$ cat src/rtl/ffba_pkg.sv
// Shared codes and types for the first-fit block allocator
package ffba_pkg;

   localparam int STATUS_W = 3;

   localparam logic [STATUS_W-1:0] ST_OK      = 3'd0;
   localparam logic [STATUS_W-1:0] ST_ZERO    = 3'd1;
   localparam logic [STATUS_W-1:0] ST_NOMEM   = 3'd2;
   localparam logic [STATUS_W-1:0] ST_UNKNOWN = 3'd3;
   localparam logic [STATUS_W-1:0] ST_NULL    = 3'd4;

   localparam logic CMD_ALLOC = 1'b0;
   localparam logic CMD_FREE  = 1'b1;

   // table port enables
   typedef struct packed {
      logic rd;
      logic wr;
   } tbl_en_type;

endpackage

$ cat src/rtl/first_fit_block_allocator.sv
// Top level: first-fit allocator with heap limit register, sequencer and block table
//
//   channel   ports                          handshake
//   request   req_command/size/address       start high and busy low
//   result    rsp_status, rsp_result_address rsp_valid, one cycle, no back-pressure
//   config    csr_write_data                 csr_write_enable
//
// Zero-size allocate and null free: result beat in the cycle after the accept.
// Other requests scan the block table one entry per cycle through its single
// read port; the scan stops at the first match, and with no match it ends after
// the last entry, and the result beat is registered from there. busy drops
// in the result cycle, so a new request can enter then; the receiver never stalls.
// Synchronous reset empties the table and sets the limit to 2^HEAP_ADDR_BITS.
module first_fit_block_allocator #(
   parameter int MAX_BLOCKS     = 64,
   parameter int HEAP_ADDR_BITS = 20,
   parameter int HEADER_BYTES   = 16
) (
   input  logic                          clock,
   input  logic                          reset,
   input  logic                          start,
   output logic                          busy,
   input  logic                          req_command,
   input  logic [HEAP_ADDR_BITS-1:0]     req_request_size,
   input  logic [HEAP_ADDR_BITS-1:0]     req_payload_address,
   output logic                          rsp_valid,
   output logic [ffba_pkg::STATUS_W-1:0] rsp_status,
   output logic [HEAP_ADDR_BITS-1:0]     rsp_result_address,
   input  logic                          csr_write_enable,
   input  logic [HEAP_ADDR_BITS:0]       csr_write_data
);

   localparam int A  = HEAP_ADDR_BITS;
   localparam int IW = $clog2(MAX_BLOCKS);
   localparam int CW = $clog2(MAX_BLOCKS + 1);
   localparam int DW = 2 * A + 1;
   localparam logic [A:0] SPAN = {1'b1, {A{1'b0}}};

   logic [A:0] limit_ff;
   logic [A:0] limit_eff;

   ffba_pkg::tbl_en_type tbl_en;
   logic [IW-1:0]        tbl_rd_addr;
   logic [DW-1:0]        tbl_rd_data;
   logic [IW-1:0]        tbl_wr_addr;
   logic [DW-1:0]        tbl_wr_data;

   always_ff @(posedge clock) begin
      if (reset) begin
         limit_ff <= SPAN;
      end else if (csr_write_enable) begin
         limit_ff <= csr_write_data;
      end
   end

   // the break never passes the address span either
   assign limit_eff = (limit_ff > SPAN) ? SPAN : limit_ff;

   ffba_ctrl #(
      .MAX_BLOCKS    (MAX_BLOCKS),
      .HEAP_ADDR_BITS(HEAP_ADDR_BITS),
      .HEADER_BYTES  (HEADER_BYTES),
      .IW            (IW),
      .CW            (CW),
      .DW            (DW)
   ) u_ctrl (
      .clock              (clock),
      .reset              (reset),
      .start              (start),
      .busy               (busy),
      .req_command        (req_command),
      .req_request_size   (req_request_size),
      .req_payload_address(req_payload_address),
      .limit              (limit_eff),
      .rsp_valid          (rsp_valid),
      .rsp_status         (rsp_status),
      .rsp_result_address (rsp_result_address),
      .tbl_en             (tbl_en),
      .tbl_rd_addr        (tbl_rd_addr),
      .tbl_rd_data        (tbl_rd_data),
      .tbl_wr_addr        (tbl_wr_addr),
      .tbl_wr_data        (tbl_wr_data)
   );

   ffba_table #(
      .DEPTH(MAX_BLOCKS),
      .AW   (IW),
      .DW   (DW)
   ) u_table (
      .clock  (clock),
      .en     (tbl_en),
      .rd_addr(tbl_rd_addr),
      .rd_data(tbl_rd_data),
      .wr_addr(tbl_wr_addr),
      .wr_data(tbl_wr_data)
   );

endmodule

$ cat src/rtl/ffba_table.sv
// Block table memory: one write port, one registered read port
module ffba_table #(
   parameter int DEPTH = 64,
   parameter int AW    = 6,
   parameter int DW    = 41
) (
   input  logic                clock,
   input  ffba_pkg::tbl_en_type en,
   input  logic [AW-1:0]       rd_addr,
   output logic [DW-1:0]       rd_data,
   input  logic [AW-1:0]       wr_addr,
   input  logic [DW-1:0]       wr_data
);

   logic [DW-1:0] mem_ff [DEPTH];
   logic [DW-1:0] rd_data_ff;

   always_ff @(posedge clock) begin
      if (en.wr) begin
         mem_ff[wr_addr] <= wr_data;
      end
      if (en.rd) begin
         rd_data_ff <= mem_ff[rd_addr];
      end
   end

   assign rd_data = rd_data_ff;

endmodule

$ cat src/rtl/ffba_ctrl.sv
// Allocator sequencer: table scan, first-fit match, append, pop and result register
module ffba_ctrl #(
   parameter int MAX_BLOCKS     = 64,
   parameter int HEAP_ADDR_BITS = 20,
   parameter int HEADER_BYTES   = 16,
   parameter int IW             = 6,
   parameter int CW             = 7,
   parameter int DW             = 41
) (
   input  logic                            clock,
   input  logic                            reset,
   input  logic                            start,
   output logic                            busy,
   input  logic                            req_command,
   input  logic [HEAP_ADDR_BITS-1:0]       req_request_size,
   input  logic [HEAP_ADDR_BITS-1:0]       req_payload_address,
   input  logic [HEAP_ADDR_BITS:0]         limit,
   output logic                            rsp_valid,
   output logic [ffba_pkg::STATUS_W-1:0]   rsp_status,
   output logic [HEAP_ADDR_BITS-1:0]       rsp_result_address,
   output ffba_pkg::tbl_en_type            tbl_en,
   output logic [IW-1:0]                   tbl_rd_addr,
   input  logic [DW-1:0]                   tbl_rd_data,
   output logic [IW-1:0]                   tbl_wr_addr,
   output logic [DW-1:0]                   tbl_wr_data
);

   localparam int A = HEAP_ADDR_BITS;
   localparam logic [A:0]  HDR     = (A+1)'(HEADER_BYTES);
   localparam logic [CW-1:0] FULL  = CW'(MAX_BLOCKS);

   localparam logic S_IDLE = 1'b0;
   localparam logic S_SCAN = 1'b1;

   logic                       state_ff, state_in;
   logic                       cmd_ff, cmd_in;
   logic [A-1:0]               size_ff, size_in;
   logic [A-1:0]               addr_ff, addr_in;
   logic [CW-1:0]              scan_idx_ff, scan_idx_in;
   logic                       pend_ff, pend_in;
   logic [IW-1:0]              pend_idx_ff, pend_idx_in;
   logic [CW-1:0]              count_ff, count_in;
   logic [A:0]                 brk_ff, brk_in;
   logic                       rsp_valid_ff, rsp_valid_in;
   logic [ffba_pkg::STATUS_W-1:0] rsp_status_ff, rsp_status_in;
   logic [A-1:0]               rsp_addr_ff, rsp_addr_in;

   logic [A-1:0] rd_base;
   logic [A-1:0] rd_len;
   logic         rd_free;
   logic [A:0]   rd_payload;
   logic         hit;
   logic         issue;
   logic         is_top;
   logic [A+1:0] end_off;
   logic [A:0]   brk_payload;
   logic         nomem;

   assign rd_base     = tbl_rd_data[DW-1 -: A];
   assign rd_len      = tbl_rd_data[A:1];
   assign rd_free     = tbl_rd_data[0];
   assign rd_payload  = {1'b0, rd_base} + HDR;
   assign is_top      = (CW'(pend_idx_ff) + CW'(1)) == count_ff;
   assign end_off     = {1'b0, brk_ff} + (A+2)'(HDR) + (A+2)'(size_ff);
   assign brk_payload = brk_ff + HDR;
   assign nomem       = (count_ff == FULL) || (end_off > {1'b0, limit});
   assign issue       = scan_idx_ff < count_ff;

   always_comb begin
      if (cmd_ff == ffba_pkg::CMD_ALLOC) begin
         hit = pend_ff && rd_free && (rd_len >= size_ff);
      end else begin
         hit = pend_ff && (rd_payload == {1'b0, addr_ff});
      end
   end

   always_comb begin
      state_in      = state_ff;
      cmd_in        = cmd_ff;
      size_in       = size_ff;
      addr_in       = addr_ff;
      scan_idx_in   = scan_idx_ff;
      pend_in       = 1'b0;
      pend_idx_in   = pend_idx_ff;
      count_in      = count_ff;
      brk_in        = brk_ff;
      rsp_valid_in  = 1'b0;
      rsp_status_in = rsp_status_ff;
      rsp_addr_in   = rsp_addr_ff;
      tbl_en        = '0;
      tbl_rd_addr   = scan_idx_ff[IW-1:0];
      tbl_wr_addr   = pend_idx_ff;
      tbl_wr_data   = {rd_base, rd_len, 1'b0};

      unique case (state_ff)
         S_IDLE: begin
            if (start) begin
               cmd_in  = req_command;
               size_in = req_request_size;
               addr_in = req_payload_address;
               if (req_command == ffba_pkg::CMD_ALLOC && req_request_size == '0) begin
                  rsp_valid_in  = 1'b1;
                  rsp_status_in = ffba_pkg::ST_ZERO;
                  rsp_addr_in   = '0;
               end else if (req_command == ffba_pkg::CMD_FREE &&
                            req_payload_address == '0) begin
                  rsp_valid_in  = 1'b1;
                  rsp_status_in = ffba_pkg::ST_NULL;
                  rsp_addr_in   = '0;
               end else begin
                  state_in    = S_SCAN;
                  scan_idx_in = '0;
               end
            end
         end
         S_SCAN: begin
            // reads run one entry ahead of the compare; no writes until the scan ends
            if (hit) begin
               state_in      = S_IDLE;
               rsp_valid_in  = 1'b1;
               rsp_status_in = ffba_pkg::ST_OK;
               if (cmd_ff == ffba_pkg::CMD_ALLOC) begin
                  tbl_en.wr   = 1'b1;
                  tbl_wr_data = {rd_base, rd_len, 1'b0};
                  rsp_addr_in = rd_payload[A-1:0];
               end else begin
                  rsp_addr_in = '0;
                  if (is_top) begin
                     // pop: break falls back to this block's header
                     count_in = CW'(pend_idx_ff);
                     brk_in   = {1'b0, rd_base};
                  end else begin
                     tbl_en.wr   = 1'b1;
                     tbl_wr_data = {rd_base, rd_len, 1'b1};
                  end
               end
            end else if (!issue) begin
               state_in     = S_IDLE;
               rsp_valid_in = 1'b1;
               rsp_addr_in  = '0;
               if (cmd_ff == ffba_pkg::CMD_FREE) begin
                  rsp_status_in = ffba_pkg::ST_UNKNOWN;
               end else if (nomem) begin
                  rsp_status_in = ffba_pkg::ST_NOMEM;
               end else begin
                  tbl_en.wr     = 1'b1;
                  tbl_wr_addr   = count_ff[IW-1:0];
                  tbl_wr_data   = {brk_ff[A-1:0], size_ff, 1'b0};
                  count_in      = count_ff + CW'(1);
                  brk_in        = end_off[A:0];
                  rsp_status_in = ffba_pkg::ST_OK;
                  rsp_addr_in   = brk_payload[A-1:0];
               end
            end else begin
               tbl_en.rd   = 1'b1;
               pend_in     = 1'b1;
               pend_idx_in = scan_idx_ff[IW-1:0];
               scan_idx_in = scan_idx_ff + CW'(1);
            end
         end
      endcase
   end

   always_ff @(posedge clock) begin
      if (reset) begin
         state_ff     <= S_IDLE;
         scan_idx_ff  <= '0;
         pend_ff      <= 1'b0;
         count_ff     <= '0;
         brk_ff       <= '0;
         rsp_valid_ff <= 1'b0;
      end else begin
         state_ff     <= state_in;
         scan_idx_ff  <= scan_idx_in;
         pend_ff      <= pend_in;
         count_ff     <= count_in;
         brk_ff       <= brk_in;
         rsp_valid_ff <= rsp_valid_in;
      end
   end

   always_ff @(posedge clock) begin
      cmd_ff        <= cmd_in;
      size_ff       <= size_in;
      addr_ff       <= addr_in;
      pend_idx_ff   <= pend_idx_in;
      rsp_status_ff <= rsp_status_in;
      rsp_addr_ff   <= rsp_addr_in;
   end

   assign busy               = reset || (state_ff != S_IDLE);
   assign rsp_valid          = rsp_valid_ff;
   assign rsp_status         = rsp_status_ff;
   assign rsp_result_address = rsp_addr_ff;

endmodule

$ cat config.mk
export PLATFORM = sky130hd
export DESIGN_NAME = first_fit_block_allocator
export DESIGN_NICKNAME = d
export VERILOG_FILES = /design/src/rtl/ffba_pkg.sv /design/src/rtl/first_fit_block_allocator.sv /design/src/rtl/ffba_table.sv /design/src/rtl/ffba_ctrl.sv
export SDC_FILE = /design/constraint.sdc
export NUM_CORES = 2
export LEC_CHECK = 0
export BUFFER_PORTS_ARGS = -buffer_cell sky130_fd_sc_hd__buf_2
export CORE_MARGIN = 4
export CORE_UTILIZATION = 47
export DETAILED_ROUTE_END_ITERATION = 6
export HOLD_SLACK_MARGIN = 0.05
export SYNTH_ARGS = -nofsm -noshare
export SYNTH_HDL_FRONTEND = slang
export SYNTH_SLANG_ARGS = --single-unit
export TNS_END_PERCENT = 1
$ cat constraint.sdc
create_clock -name clock -period 13.7 [get_ports clock]
set_input_delay 0.685 -clock clock [delete_from_list [all_inputs] [get_ports clock]]
set_output_delay 0.685 -clock clock [all_outputs]
set_load 0.02 [all_outputs]
==> metrics.yaml <==
outcome:
  status: "finished clean"
timing:
  fmax_ghz: 0.120
  period_share: 0.610
  timing.setup.tns_ps: 0
  final_hold_viol_count: 0
  rsz0062_at_grt: "false"
  tightest_slew_ps: 1270
  layout_min_cycle_time_ps: 8350
  setup_viol: 0
  relSlewSlack: 0.150
  skew_ps: 69.1
  final_max_slew_viol_count: 0
grt:
  grt_util_all_layers: 0.251
  grt_max_degree: 122
  grt_pass1_vias: 54100
  grt_pass1_wl_mm: 430
  overflow: 0
  grt_antenna_before_repair: 17
setup_path:
  critPathBufInv: 3
  crit_arrival_ps: 8870
  crit_fanout: 29
  crit_path_frequent_cell: "ha_1"
  cp-start-kind: "flip-flop"
  cpPeakStageDelay_ps: 840
  cp_top_family: "simple AND/OR/NAND/NOR gates"
  cp_cell_sequence: "inv_1, ha_1, inv_1, ha_1, o21ai_0, o21a_1, nor3_1, o21ai_0, a2111oi_0, o41ai_1, xnor2_1, ha_1, and3_1, a32oi_1, nand2_1, o31ai_1, nand2_1, or3_4, mux2i_2, nor2_4, buf_4"
  crit_path_top_delay_cell: "nor2_4"
  crit_required_ps: 14220
  worstSetupEndpointType: "flip-flop"
  setup.worst_path.class: "flip-flop to flip-flop"
synthesis:
  ys_warn_count: 0
  synth.distinct_cells: 93
  synth_area_per_cell_um2: 22.5
  ys_seq_area_frac: 0.755
  synth_edf_count: 2735
  async_flop_share: 0
  synthFlopType: "edfxtp_1"
  synthCells: 4912
  yosys_register_bits: 2794
  syn_area_mm2: 0.110
  synth_nets: 5073
layout:
  fin_util: 0.539
  drive_gt1_frac: 0.301
  fillers: 17800
  synthToLayoutAreaGrowth_pct: 13.9
  final_nets: 5427
  fin_area_mm2: 0.126
cts:
  hold_buffers: 57
  cts-buffers-inserted: 307
  ctsHtreeMaxLevel: 5
  cts_setup_buffers: 0
  cts.root.buffer_cell: "clkbuf_16"
  clockBufferDepth: 4
  clk_latency_ps: 940
  clk_pin_slew_ps: 50
  cts_tree: "yes"
  clock-sinks: 2794
  cts.repair.resized: 0
die:
  initial_core_util: 0.473
  dieArea_mm2: 0.242
  ios: 91
  rows: 177
  die_h_um: 492
  core_mm2: 0.233
  die_w_um: 492
min_path:
  hp-class: "input port to flip-flop"
drt:
  drt_iter0_drc: 7382
  wl_per_cell_um: 35.4
  routed_wl_mm: 305
  drc: 0
  num_vias: 54400
  first_pass_iters: 6
  vias_per_cell: 6.31
  drtAntennaViolNets: 0
pwr:
  p_per_area_mw_per_mm2: 144
  peakVddDrop_mv: 0.122
  p_leak_nw: 38.2
place:
  dpl-instance-area_mm2: 0.116
  placement.io_buffers: 90
  hpwlAfterDp_mm: 180
  gp_congestion: 0.929
job:
  cap_violations: 0
-- report_power, final --
part           switching, mW  total, mW  leakage (nW)  internal [mW]
Sequential            0.0370       9.51          25.0           9.47
Clock                   3.25       7.83          4.59           4.58
Combinational          0.490      0.713          8.55          0.223
-- per-stage QoR --
stage	setup WS [ps]	power (mW)	hold slack, ps	instances
2_1_floorplan	6050	10.1	435	4912
6_report	5350	18.0	118	8628
5_1_grt	5070	18.6	72.9	8620
3_5_place_dp	5370	10.4	479	8032
4_1_cts	5320	18.2	52.8	8618
3_3_place_gp	5520	10.4	474	8032
-- layout by cell type (no fill, tap or decap), types with 45 or more instances in the layout --
| master | count |
|---|---|
| nor2_4 | 65 |
| mux4_2 | 852 |
| dlygate4sd3_1 | 57 |
| ha_1 | 94 |
| clkbuf_1 | 60 |
| dfxtp_1 | 54 |
| edfxtp_1 | 2735 |
| clkbuf_16 | 316 |
| clkinv_1 | 68 |
| nor2_1 | 72 |
| nand2_1 | 100 |
| a21oi_1 | 45 |
| clkinv_2 | 50 |
| buf_4 | 146 |
| nor3_1 | 69 |
| buf_2 | 90 |
-- registers in the layout, summed over array words and instances (netlist names), 3 cells and up --
register / cells
limit_ff: 21
u_ctrl.addr_ff: 20
u_ctrl.brk_ff: 21
u_ctrl.count_ff: 7
u_ctrl.pend_idx_ff: 6
u_ctrl.rsp_result_address: 20
u_ctrl.rsp_status: 3
u_ctrl.scan_idx_ff: 7
u_ctrl.size_ff: 20
u_table.mem_ff: 2624
u_table.rd_data: 41
-- worst paths after layout --
kind                                                startpoint                               to  slack [ps]  depth (start not counted)
worst max register to register   u_ctrl.brk_ff[4]$_SDFFE_PP0P_  u_table.mem_ff[4][28]$_DFFE_PP_        5350                         21
worst max-delay path             u_ctrl.brk_ff[4]$_SDFFE_PP0P_  u_table.mem_ff[4][28]$_DFFE_PP_        5350                         21
worst min register to register  u_ctrl.brk_ff[20]$_SDFFE_PP0P_   u_ctrl.brk_ff[20]$_SDFFE_PP0P_         480                          2
worst min-delay path                      req_request_size[10]     u_ctrl.size_ff[10]$_DFFE_PP_         120                          1
-- cell type report --
class	instances	area [µm²]	share of cell area
clock inverters	153	1250	0.00994
multi-input cells	1812	26500	0.211
diodes	10	25.0	0.000199
repair buffers	302	2300	0.0183
inverters	49	191	0.00152
well taps	3132	3920	0.0312
flip-flops and latches	2794	83300	0.663
clock buffers	376	8130	0.0647
-- Yosys cell counts, types with 30 or more instances --
cell	instances	area, µm²
a21oi_1	46	230
buf_1	57	214
buf_2	30	150
clkbuf_1	165	619
dfxtp_1	59	1180
edfxtp_1	2735	82100
ha_1	94	1180
inv_1	44	165
mux4_2	852	19200
nand2_1	100	375
nand3_1	37	185
nor2_1	136	510
nor3_1	69	345
nor4_1	40	250
o21ai_0	52	260
xnor2_1	41	359
-- metal layers --
| layer | global-route usage | wire [µm] |
|---|---|---|
| met1 | 0.365 | 125000 |
| met2 | 0.396 | 146000 |
| met3 | 0.0438 | 24300 |
| met4 | 0.0731 | 9660 |
| met5 | 0 | 27 |
-- logic make-up (layout without fill, tap and decap cells) --
group,Yosys count,after routing,synth area share
simple gates,498,498,0.0230
mux,904,904,0.179
buf+inv,306,880,0.0110
compound gates,245,245,0.0150
xor+xnor,70,70,0.00581
other cells,0,10,0
fa+ha+maj,95,95,0.0108
flops,2794,2794,0.755
(Power assumes the default switching activity.)
